[config.mk]
export PLATFORM = sky130hd
export DESIGN_NAME = accel_frame_decoder_unit
export DESIGN_NICKNAME = d
export VERILOG_FILES = /design/src/hw/rtl/afd_pkg.sv /design/src/hw/rtl/accel_frame_decoder_unit.sv /design/src/hw/rtl/afd_frame_parser.sv /design/src/hw/rtl/afd_axis_scaler.sv
export SDC_FILE = /design/constraint.sdc
export NUM_CORES = 2
export LEC_CHECK = 0
export BUFFER_PORTS_ARGS = -buffer_cell sky130_fd_sc_hd__buf_2
export CORE_UTILIZATION = 41
export CTS_BUF_LIST = sky130_fd_sc_hd__clkbuf_2
export DETAILED_ROUTE_END_ITERATION = 10
export PLACE_DENSITY = 0.67
export SETUP_SLACK_MARGIN = 0.1
export SLEW_MARGIN = 20
export SYNTH_ARGS = -nofsm -noshare
export SYNTH_HDL_FRONTEND = slang
export SYNTH_SLANG_ARGS = --single-unit
[constraint.sdc]
create_clock -name aclk -period 12.9 [get_ports aclk]
set_clock_uncertainty 0.2 [all_clocks]
set_input_delay 1.935 -clock aclk [delete_from_list [all_inputs] [get_ports aclk]]
set_output_delay 1.935 -clock aclk [all_outputs]
set_load 0.01 [all_outputs]
[src/hw/rtl/afd_pkg.sv]
`default_nettype none

package afd_pkg;

    // Field widths.
    localparam int BYTE_W  = 8;
    localparam int RAW_W   = 12;
    localparam int SCALE_W = 16;
    localparam int ACCEL_W = 28;
    localparam int POS_W   = 3;

    // Full width of a raw axis times the zero-extended scale.
    localparam int PROD_W  = RAW_W + SCALE_W + 1;

    // The buffer holds the first five sample bytes; the sixth arrives with the last beat.
    localparam int SAMPLE_COUNT = 5;

    // Frame constants.
    localparam logic [BYTE_W-1:0]  HEADER_BYTE = 8'h48;
    localparam logic [BYTE_W-1:0]  FLAG_ON     = 8'h01;
    localparam logic [SCALE_W-1:0] SCALE_RESET = 16'd628;

    // Position within a frame.
    localparam logic [POS_W-1:0] POS_HEADER  = 3'd0;
    localparam logic [POS_W-1:0] POS_FLAG    = 3'd1;
    localparam logic [POS_W-1:0] POS_SAMPLE0 = 3'd2;
    localparam logic [POS_W-1:0] POS_LAST    = 3'd7;

    // One decoded frame, handed from the parser to the scaler.
    typedef struct packed {
        logic              enabled;
        logic [RAW_W-1:0]  x_raw;
        logic [RAW_W-1:0]  y_raw;
        logic [RAW_W-1:0]  z_raw;
    } afd_frame_t;

endpackage

`default_nettype wire

[src/hw/rtl/accel_frame_decoder_unit.sv]
// Accelerometer frame decoder.
// The s_ channel carries received serial bytes, one per beat. A frame is the
// header byte 'H', an enable flag byte and six sample bytes (low/high pairs for
// X, Y and Z); bytes outside a frame other than the header are dropped.
// On the last byte of a frame one beat appears on the m_ channel: the three
// 12-bit axes times scale_q16 (Q16), or zeros with m_sensor_enabled low when
// the flag byte is not 1.
// Throughput: one byte per cycle while s_ready is high, so at most one result
// per frame. After the last byte is accepted the result passes through the
// frame register and then the multiplier result register. The user must write
// the scale register through cfg_wr_en/cfg_wr_data only while idle; the block
// does not enforce this. When the receiver stalls, the result register holds
// its beat and the frame register absorbs one more frame; s_ready falls only
// once both are full. Synchronous active-low reset returns to waiting for a
// header, clears the flag, empties both registers and sets the scale to 628.
`default_nettype none

module accel_frame_decoder_unit (
    input  wire logic                              aclk,
    input  wire logic                              aresetn,
    input  wire logic                              cfg_wr_en,
    input  wire logic [afd_pkg::SCALE_W-1:0]       cfg_wr_data,
    input  wire logic                              s_valid,
    output logic                                   s_ready,
    input  wire logic [afd_pkg::BYTE_W-1:0]        s_rx_byte,
    output logic                                   m_valid,
    input  wire logic                              m_ready,
    output logic signed [afd_pkg::ACCEL_W-1:0]     m_x_accel,
    output logic signed [afd_pkg::ACCEL_W-1:0]     m_y_accel,
    output logic signed [afd_pkg::ACCEL_W-1:0]     m_z_accel,
    output logic                                   m_sensor_enabled
);
    import afd_pkg::*;

    logic [SCALE_W-1:0] scale_reg;
    logic               frame_valid;
    logic               frame_ready;
    afd_frame_t         frame;

    // Scale configuration register.
    always_ff @(posedge aclk) begin
        if (!aresetn) begin
            scale_reg <= SCALE_RESET;
        end else if (cfg_wr_en) begin
            scale_reg <= cfg_wr_data;
        end
    end

    afd_frame_parser u_parser (
        .aclk        (aclk),
        .aresetn     (aresetn),
        .s_valid     (s_valid),
        .s_ready     (s_ready),
        .s_rx_byte   (s_rx_byte),
        .frame_valid (frame_valid),
        .frame       (frame),
        .frame_ready (frame_ready)
    );

    afd_axis_scaler u_scaler (
        .aclk             (aclk),
        .aresetn          (aresetn),
        .frame_valid      (frame_valid),
        .frame            (frame),
        .frame_ready      (frame_ready),
        .scale_q16        (scale_reg),
        .m_valid          (m_valid),
        .m_ready          (m_ready),
        .m_x_accel        (m_x_accel),
        .m_y_accel        (m_y_accel),
        .m_z_accel        (m_z_accel),
        .m_sensor_enabled (m_sensor_enabled)
    );

endmodule

`default_nettype wire

[src/hw/rtl/afd_frame_parser.sv]
`default_nettype none

module afd_frame_parser (
    input  wire logic                          aclk,
    input  wire logic                          aresetn,
    input  wire logic                          s_valid,
    output logic                               s_ready,
    input  wire logic [afd_pkg::BYTE_W-1:0]    s_rx_byte,
    output logic                               frame_valid,
    output afd_pkg::afd_frame_t                frame,
    input  wire logic                          frame_ready
);
    import afd_pkg::*;

    logic [POS_W-1:0]  position_reg, position_next;
    logic [BYTE_W-1:0] enable_reg, enable_next;
    logic              frame_valid_reg, frame_valid_next;
    afd_frame_t        frame_reg, frame_next;
    logic [BYTE_W-1:0] sample_reg [SAMPLE_COUNT];

    logic              accept;
    logic              sample_write;
    logic [POS_W-1:0]  sample_idx;

    // A new beat is taken whenever the frame register is empty or being drained.
    assign s_ready = !frame_valid_reg || frame_ready;
    assign accept  = s_valid && s_ready;

    assign sample_idx = position_reg - POS_SAMPLE0;

    // Frame sequencing and assembly of the decoded frame on the last beat.
    always_comb begin
        position_next    = position_reg;
        enable_next      = enable_reg;
        frame_valid_next = frame_valid_reg && !frame_ready;
        frame_next       = frame_reg;
        sample_write     = 1'b0;
        if (accept) begin
            case (position_reg)
                POS_HEADER: begin
                    if (s_rx_byte == HEADER_BYTE) begin
                        position_next = POS_FLAG;
                    end
                end
                POS_FLAG: begin
                    enable_next   = s_rx_byte;
                    position_next = POS_SAMPLE0;
                end
                POS_LAST: begin
                    position_next     = POS_HEADER;
                    frame_valid_next  = 1'b1;
                    frame_next.enabled = (enable_reg == FLAG_ON);
                    frame_next.x_raw  = {sample_reg[1], sample_reg[0][BYTE_W-1:BYTE_W/2]};
                    frame_next.y_raw  = {sample_reg[3], sample_reg[2][BYTE_W-1:BYTE_W/2]};
                    frame_next.z_raw  = {s_rx_byte, sample_reg[4][BYTE_W-1:BYTE_W/2]};
                end
                default: begin
                    sample_write  = 1'b1;
                    position_next = position_reg + 3'd1;
                end
            endcase
        end
    end

    // Control state.
    always_ff @(posedge aclk) begin
        if (!aresetn) begin
            position_reg    <= POS_HEADER;
            enable_reg      <= '0;
            frame_valid_reg <= 1'b0;
        end else begin
            position_reg    <= position_next;
            enable_reg      <= enable_next;
            frame_valid_reg <= frame_valid_next;
        end
    end

    // Payload: the decoded frame and the sample buffer.
    always_ff @(posedge aclk) begin
        frame_reg <= frame_next;
        for (int i = 0; i < SAMPLE_COUNT; i++) begin
            if (sample_write && (sample_idx == 3'(i))) begin
                sample_reg[i] <= s_rx_byte;
            end
        end
    end

    assign frame_valid = frame_valid_reg;
    assign frame       = frame_reg;

endmodule

`default_nettype wire

[src/hw/rtl/afd_axis_scaler.sv]
`default_nettype none

module afd_axis_scaler (
    input  wire logic                              aclk,
    input  wire logic                              aresetn,
    input  wire logic                              frame_valid,
    input  wire afd_pkg::afd_frame_t               frame,
    output logic                                   frame_ready,
    input  wire logic [afd_pkg::SCALE_W-1:0]       scale_q16,
    output logic                                   m_valid,
    input  wire logic                              m_ready,
    output logic signed [afd_pkg::ACCEL_W-1:0]     m_x_accel,
    output logic signed [afd_pkg::ACCEL_W-1:0]     m_y_accel,
    output logic signed [afd_pkg::ACCEL_W-1:0]     m_z_accel,
    output logic                                   m_sensor_enabled
);
    import afd_pkg::*;

    logic                      m_valid_reg, m_valid_next;
    logic signed [ACCEL_W-1:0] x_reg, x_next;
    logic signed [ACCEL_W-1:0] y_reg, y_next;
    logic signed [ACCEL_W-1:0] z_reg, z_next;
    logic                      enabled_reg, enabled_next;

    logic signed [SCALE_W:0]   scale_s;
    logic signed [PROD_W-1:0]  prod_x, prod_y, prod_z;
    logic                      load;

    // The result register accepts a frame when empty or when its beat is taken.
    assign frame_ready = !m_valid_reg || m_ready;
    assign load        = frame_valid && frame_ready;

    // Three independent signed multiplies by the unsigned scale.
    assign scale_s = $signed({1'b0, scale_q16});
    assign prod_x  = $signed(frame.x_raw) * scale_s;
    assign prod_y  = $signed(frame.y_raw) * scale_s;
    assign prod_z  = $signed(frame.z_raw) * scale_s;

    // A disabled frame yields zero on all axes.
    always_comb begin
        m_valid_next = m_valid_reg && !m_ready;
        x_next       = x_reg;
        y_next       = y_reg;
        z_next       = z_reg;
        enabled_next = enabled_reg;
        if (load) begin
            m_valid_next = 1'b1;
            enabled_next = frame.enabled;
            if (frame.enabled) begin
                x_next = prod_x[ACCEL_W-1:0];
                y_next = prod_y[ACCEL_W-1:0];
                z_next = prod_z[ACCEL_W-1:0];
            end else begin
                x_next = '0;
                y_next = '0;
                z_next = '0;
            end
        end
    end

    always_ff @(posedge aclk) begin
        if (!aresetn) begin
            m_valid_reg <= 1'b0;
        end else begin
            m_valid_reg <= m_valid_next;
        end
    end

    always_ff @(posedge aclk) begin
        x_reg       <= x_next;
        y_reg       <= y_next;
        z_reg       <= z_next;
        enabled_reg <= enabled_next;
    end

    assign m_valid          = m_valid_reg;
    assign m_x_accel        = x_reg;
    assign m_y_accel        = y_reg;
    assign m_z_accel        = z_reg;
    assign m_sensor_enabled = enabled_reg;

endmodule

`default_nettype wire
# Yosys cells after proc, flatten, opt, wreduce, memory -nomap -nowiden
# Memory sizes are Yosys's and may differ from the RTL's. A register that Yosys moved wholly into a read port is not among the register bits.
# Index checks and enable logic that the tools add are counted.
# op_classes
addsub	2
multipliers	3
n_div	0
n_lt_le_gt_ge	0
eq_ne	9
n_shift	0
mux	29
bitwise_logic	0
reduce_logical	25
# op_table
op	n
12-bit by 17-bit multiplier with 28-bit output	3
8-bit 2-to-1 mux	4
8-bit OR reduction	4
1-bit 2-to-1 mux	19
3-bit 2-to-1 mux	5
1-bit logical AND	9
3-bit case mux with 3 select lines	1
8-bit by 1-bit == test with 1-bit output (second input constant)	1
8-bit by 7-bit == test with 1-bit output (second input constant)	1
3-bit by 1-bit == test with 1-bit output (second input constant)	2
3-bit by 2-bit == test with 1-bit output (second input constant)	2
3-bit == test (second input constant)	2
3-bit logical NOT	2
2-bit AND reduction	3
1-bit logical NOT	4
3-bit by 1-bit adder with 3-bit output (second input constant)	1
3-bit OR reduction	1
3-bit by 2-bit subtractor with 3-bit output (second input constant)	1
1-bit logical OR	2
2-bit by 1-bit != test with 1-bit output (second input constant)	1
# totals
regBits	127
latch_bits	0
ram_bits	40
mem_bits_ro	0
in_bits	29
out_inout_bits	87
elab_cells	80
memories	1
# memory_table
name	words	width	rd	rd_clocked_by_memory_dff	write_ports	line	rtl
u_parser.sample_reg	5	8	5	5	1	afd_frame_parser.sv:19	logic [BYTE_W-1:0] sample_reg [SAMPLE_COUNT];

# Longest topological paths before layout
# depth
depth_word	13
depth_mapped	22
mapped_depth_nobuf	19

# Hierarchy
# Synthesis repeated with hierarchy kept, for this count alone.
# unflattened
cells_unflattened	2660
hier_area_um2	25374.3
# by_module_without_submodules
module	instances	cells_each	area_per_inst_um2	seq_area_each_um2
afd_axis_scaler	1	2464	22099.9	2572.5
afd_frame_parser	1	145	2671.3	2192.1
accel_frame_decoder_unit	1	51	603.1	320.3

# Worst setup path after synthesis
# Ideal clock, no wire load.
# synth_path
path_kind	input-to-reg
from	input port m_ready
to	register u_scaler.enabled_reg, in the netlist u_scaler.m_sensor_enabled, enable pin
setup_ps	539
arrival_ps	5772
required_ps	12161
path_slack_ps	6389
stages	2
path_buffers	0
path_cell_list	nor2b_1 -> nor2b_1
# synth_via
elab_chain_cells	2
# synth_rtl
item	line	rtl
start, declared	accel_frame_decoder_unit.sv:27	input wire logic m_ready,
1-bit logical OR	afd_axis_scaler.sv:30	assign frame_ready = !m_valid_reg || m_ready;
1-bit logical AND	afd_axis_scaler.sv:31	assign load = frame_valid && frame_ready;
named net u_scaler.load	afd_axis_scaler.sv:27	logic load;
end signal, assigned	afd_axis_scaler.sv:73	enabled_reg <= enabled_next;
end, declared	afd_axis_scaler.sv:23	logic enabled_reg, enabled_next;
# The timed path passes the listed nets, and every way through them passes these cells.
# A chain may end at the register's enable or synchronous reset.

# Worst setup path after layout
# layout_path
from	register scale_reg[11]
to	register u_scaler.y_reg[20], in the netlist u_scaler.m_y_accel[20], data pin
# layout_via
elab_chain_cells	1
# layout_rtl
item	line	rtl
start, declared	accel_frame_decoder_unit.sv:35	logic [SCALE_W-1:0] scale_reg;
start signal, assigned	accel_frame_decoder_unit.sv:45	scale_reg <= cfg_wr_data;
12-bit by 17-bit multiplier with 28-bit output	afd_axis_scaler.sv:36	assign prod_y = $signed(frame.y_raw) * scale_s;
end signal, assigned	afd_axis_scaler.sv:71	y_reg <= y_next;
end, declared	afd_axis_scaler.sv:21	logic signed [ACCEL_W-1:0] y_reg, y_next;
# No other way between the ends.

==> impl_metrics.py <==
metrics = {
    "synth": {
        "yosys_warnings": 0,
        "synth_edf_count": 150,
        "synth.avg_cell_area_um2": 9.512,
        "yosysSeqAreaShare_pct": 19.98,
        "synth_nets": 3374,
        "synth_flop_cell": "edfxtp_1",
        "async_set_or_reset_flop_fraction_in_the_synthesized_netlist_pct": 0,
        "yosys.cell_types.count": 68,
        "synthesis.instances": 2676,
        "synth_area_um2": 25450,
        "flops_latches_synth": 179,
    },
    "detailed_routing": {
        "drcViolationCount": 0,
        "vias_per_cell": 5.020,
        "detailedRoute.firstIterationViolations": 944,
        "wl_per_cell_um": 15.92,
        "firstDrtPassIters": 4,
        "drtAntennaViolNets": 0,
        "routed-via-count": 17580,
        "totalWireLength_um": 55760,
    },
    "timing": {
        "setup_viol": 0,
        "final_max_slew_viol_count": 0,
        "final_layout_setup_total_negative_slack_ns": 0,
        "final.period_utilization_pct": 49.51,
        "max_freq_mhz": 156.6,
        "timing_worst_slew_pin_value_ns": 0.9439,
        "timing.max_slew.rel_slack_pct": 37.07,
        "unrepaired_setup_endpoints_after_global_routing": "false",
        "timing.final.crit_period_ns": 6.386,
        "final_hold_viol_count": 0,
    },
    "power_and_ir_drop": {
        "switching_power_as_a_share_of_total_power_pct": 48.50,
        "finalPower_mw": 3.178,
        "powerDensity_nw_per_um2": 117.8,
        "power.combinational.fraction_pct": 67.3,
        "vdd.ir_drop.worst_mv": 0.1053,
        "leakage_nw": 13.05,
        "power.sequential.fraction_pct": 21.3,
        "switchingPower_mw": 1.541,
        "cell_internal_pwr_mw": 1.637,
        "pwr-share-clk_pct": 11.4,
    },
    "min_path": {
        "hold_path_startpoint": "u_parser.sample_reg[0][5]$_DFFE_PP_",
        "timing.hold.worst_endpoint": "u_parser.frame[25]$_DFFE_PP_",
        "hp-class": "register to register",
        "worstHoldPathCells": 0,
    },
    "clocking": {
        "postCtsSetupRepairBufs": 0,
        "total_of_cells_resized_after_clock_tree_synthesis": 0,
        "tritoncts": "done",
        "cts_hold_repair.buffers": 0,
        "cts_htree_levels": 4,
        "clk_pin_slew_ns": 0.39,
        "cts-buffers-inserted": 17,
        "clkLatencyLatePin_ns": 1.12,
        "cts_sinks": 179,
        "clk_path_buf_depth": 2,
        "cts_root_buf": "clkbuf_2",
    },
    "finish": {
        "most_frequent_standard_cell_in_the_layout_excluding_fill_and_tap_cells": "inv_1",
        "layout.cells.most_common_list": "inv_1, fa_1, nand2_1",
        "layout-drive-gt1-share_pct": 6.848,
        "finalNetCount": 3401,
        "fin_area_um2": 26990,
        "final-instance-count-excl-fill": 3502,
        "flip_flop_count_of_the_largest_register_all_copies_and_words_added": 37,
        "syn_to_final_growth_pct": 6.032,
        "layout.core_utilization_pct": 44.38,
    },
    "floorplan": {
        "placeableCoreArea_um2": 60810,
        "chip_height_um": 251.2,
        "std_cell_rows": 90,
        "dieWidth_um": 251.2,
        "design.die.area_um2": 63080,
        "floorplan.initialDensity_pct": 41.86,
        "floorplan.io_pins": 116,
    },
    "status": {
        "run_status": "complete, no violations",
    },
    "worst_setup_path": {
        "timing.critical_path.from_type": "register",
        "wp_depth": 19,
        "count_of_cells_along_the_worst_register_to_register_path": 19,
        "arrival_ns": 7.12,
        "timing.critical_path.required_ns": 13.64,
        "cpPeakStageDelay_ns": 0.86,
        "cpLargestDelayFamily": "adder cells",
        "slowest_library_cell_on_the_worst_path": "dfxtp_1",
        "worst_path_most_repeated_cell": "fa_1",
        "crit_buf_inv": 5,
        "timing.rr.start": "scale_reg[11]$_SDFFE_PN0P_",
        "crit_fanout": 19,
        "rr_endpoint": "u_scaler.m_y_accel[20]$_SDFFCE_PN0P_",
        "crit_type": "register to register",
        "critical_path.cell_chain": "buf_4, and2_1, fa_1, inv_1, fa_1, fa_1, inv_1, fa_1, inv_1, fa_1, inv_1, ha_1, a2111oi_0, o21ai_0, nand3_1, nand2_1, a32o_1, a31oi_1, mux2i_1",
        "end_kind": "register",
        "worst-r2r-setup-slack_ns": 6.51,
    },
    "grt": {
        "grt_pass1_vias": 18040,
        "grt_start_max_net_pins": 56,
        "total_grt_usage_pct": 18.69,
        "global_route_wire_length_before_repair_um": 93190,
        "global_route.overflow_total": 0,
        "grt_antenna_before_repair": 2,
    },
    "placement": {
        "placed_cells_incl_taps": 3466,
        "io_buffer_count": 115,
        "place_hpwl_um": 43100,
        "placed_area_um2": 26680,
        "rd_place_congestion": 0.8340,
    },
    "flow_run": {
        "maxCapViolations": 0,
    },
}
-- power groups by stage --
stage / Clock [mW] / Combinational (mW) / Sequential [mW]
detailed placement: 0 / 2.15 / 0.689
global placement: 0 / 2.12 / 0.689
global route: 0.392 / 2.45 / 0.679
CTS: 0.377 / 2.16 / 0.677
finish: 0.361 / 2.14 / 0.677
floorplan: 0 / 1.72 / 0.681
-- cell usage after synthesis (6+ instances only) --
| cell type | instances | area [um^2] |
|---|---|---|
| inv_1 | 582 | 2185 |
| fa_1 | 423 | 8468 |
| nand2_1 | 395 | 1483 |
| ha_1 | 246 | 3078 |
| and2_1 | 212 | 1326 |
| edfxtp_1 | 150 | 4504 |
| clkbuf_1 | 120 | 450.4 |
| nor2_1 | 107 | 401.6 |
| a21oi_1 | 51 | 255.2 |
| mux2i_1 | 33 | 330.3 |
| xnor2_1 | 33 | 289.0 |
| o21ai_0 | 32 | 160.2 |
| dfxtp_1 | 29 | 580.6 |
| nand2b_1 | 29 | 181.4 |
| nor2b_1 | 29 | 181.4 |
| xor2_1 | 25 | 219.0 |
| and3_1 | 19 | 118.9 |
| a21o_1 | 18 | 135.1 |
| nand3_1 | 15 | 75.07 |
| o21a_1 | 12 | 90.09 |
| a31oi_1 | 9 | 56.30 |
| a211oi_1 | 8 | 60.06 |
| o31ai_1 | 8 | 60.06 |
| o21bai_1 | 7 | 52.55 |
| nor3_1 | 6 | 30.03 |
| o211ai_1 | 6 | 45.04 |
-- metrics by stage --
| step | setup WS, ns | hold WS (ns) |
|---|---|---|
| final | 6.514 | 0.2097 |
| after global routing | 6.059 | 0.2316 |
| after CTS | 6.519 | 0.2158 |
| after detailed placement | 6.601 | 0.2045 |
| after global placement | 6.775 | 0.2010 |
| after floorplan | 6.389 | 0.2003 |
-- worst max-delay path by stage --
stage / start / end
floorplan: m_ready / u_scaler.m_sensor_enabled$_DFFE_PP_
global placement: scale_reg[10]$_SDFFE_PN0P_ / u_scaler.m_z_accel[20]$_SDFFCE_PN0P_
detailed placement: scale_reg[11]$_SDFFE_PN0P_ / u_scaler.m_y_accel[18]$_SDFFCE_PN0P_
CTS: scale_reg[11]$_SDFFE_PN0P_ / u_scaler.m_y_accel[18]$_SDFFCE_PN0P_
global route: scale_reg[11]$_SDFFE_PN0P_ / u_scaler.m_y_accel[18]$_SDFFCE_PN0P_
finish: scale_reg[11]$_SDFFE_PN0P_ / u_scaler.m_y_accel[20]$_SDFFCE_PN0P_
-- kinds of logic (layout without fill, tap and decap cells) --
family,after synthesis,after routing,synth area share (%)
buffers and inverters,708,748,10.46
adders and majority gates,669,669,45.36
DFF,179,179,19.98
muxes,34,34,1.342
and+or+nand+nor,836,836,15.68
other,0,4,0
AOI/OAI and AO/OA,192,192,5.191
xor gates and xnor gates,58,58,1.996
-- worst reg2reg max path, delay by kind of cell, from the launching register on --
kind / cells / cell delay [ns]
adders and majority gates: 6 / 2.70
AOI/OAI and AO/OA: 4 / 1.22
DFF: 1 / 0.86
buffers and inverters: 5 / 0.61
and+or+nand+nor: 3 / 0.46
muxes: 1 / 0.20
-- layout make-up --
type	instances	area (um^2)
Tap cell	782	978.4
Clock inverter	14	206.4
Fill cell	5921	33820
Clock buffer	18	90.09
Sequential cell	179	5086
Multi-Input combinational cell	1789	17710
Antenna cell	4	10.01
Timing Repair Buffer	134	718.2
Inverter	582	2185
-- layer usage --
metal  wire length, um  up-vias  GRT usage, %
li1                  -     8207             -
met1             25750     8907         25.92
met2             26100      389         30.10
met3              2508       78         2.568
met4              1399        0         6.254
met5                 0        -             0
No activity file was read; power rests on OpenSTA's default activity.
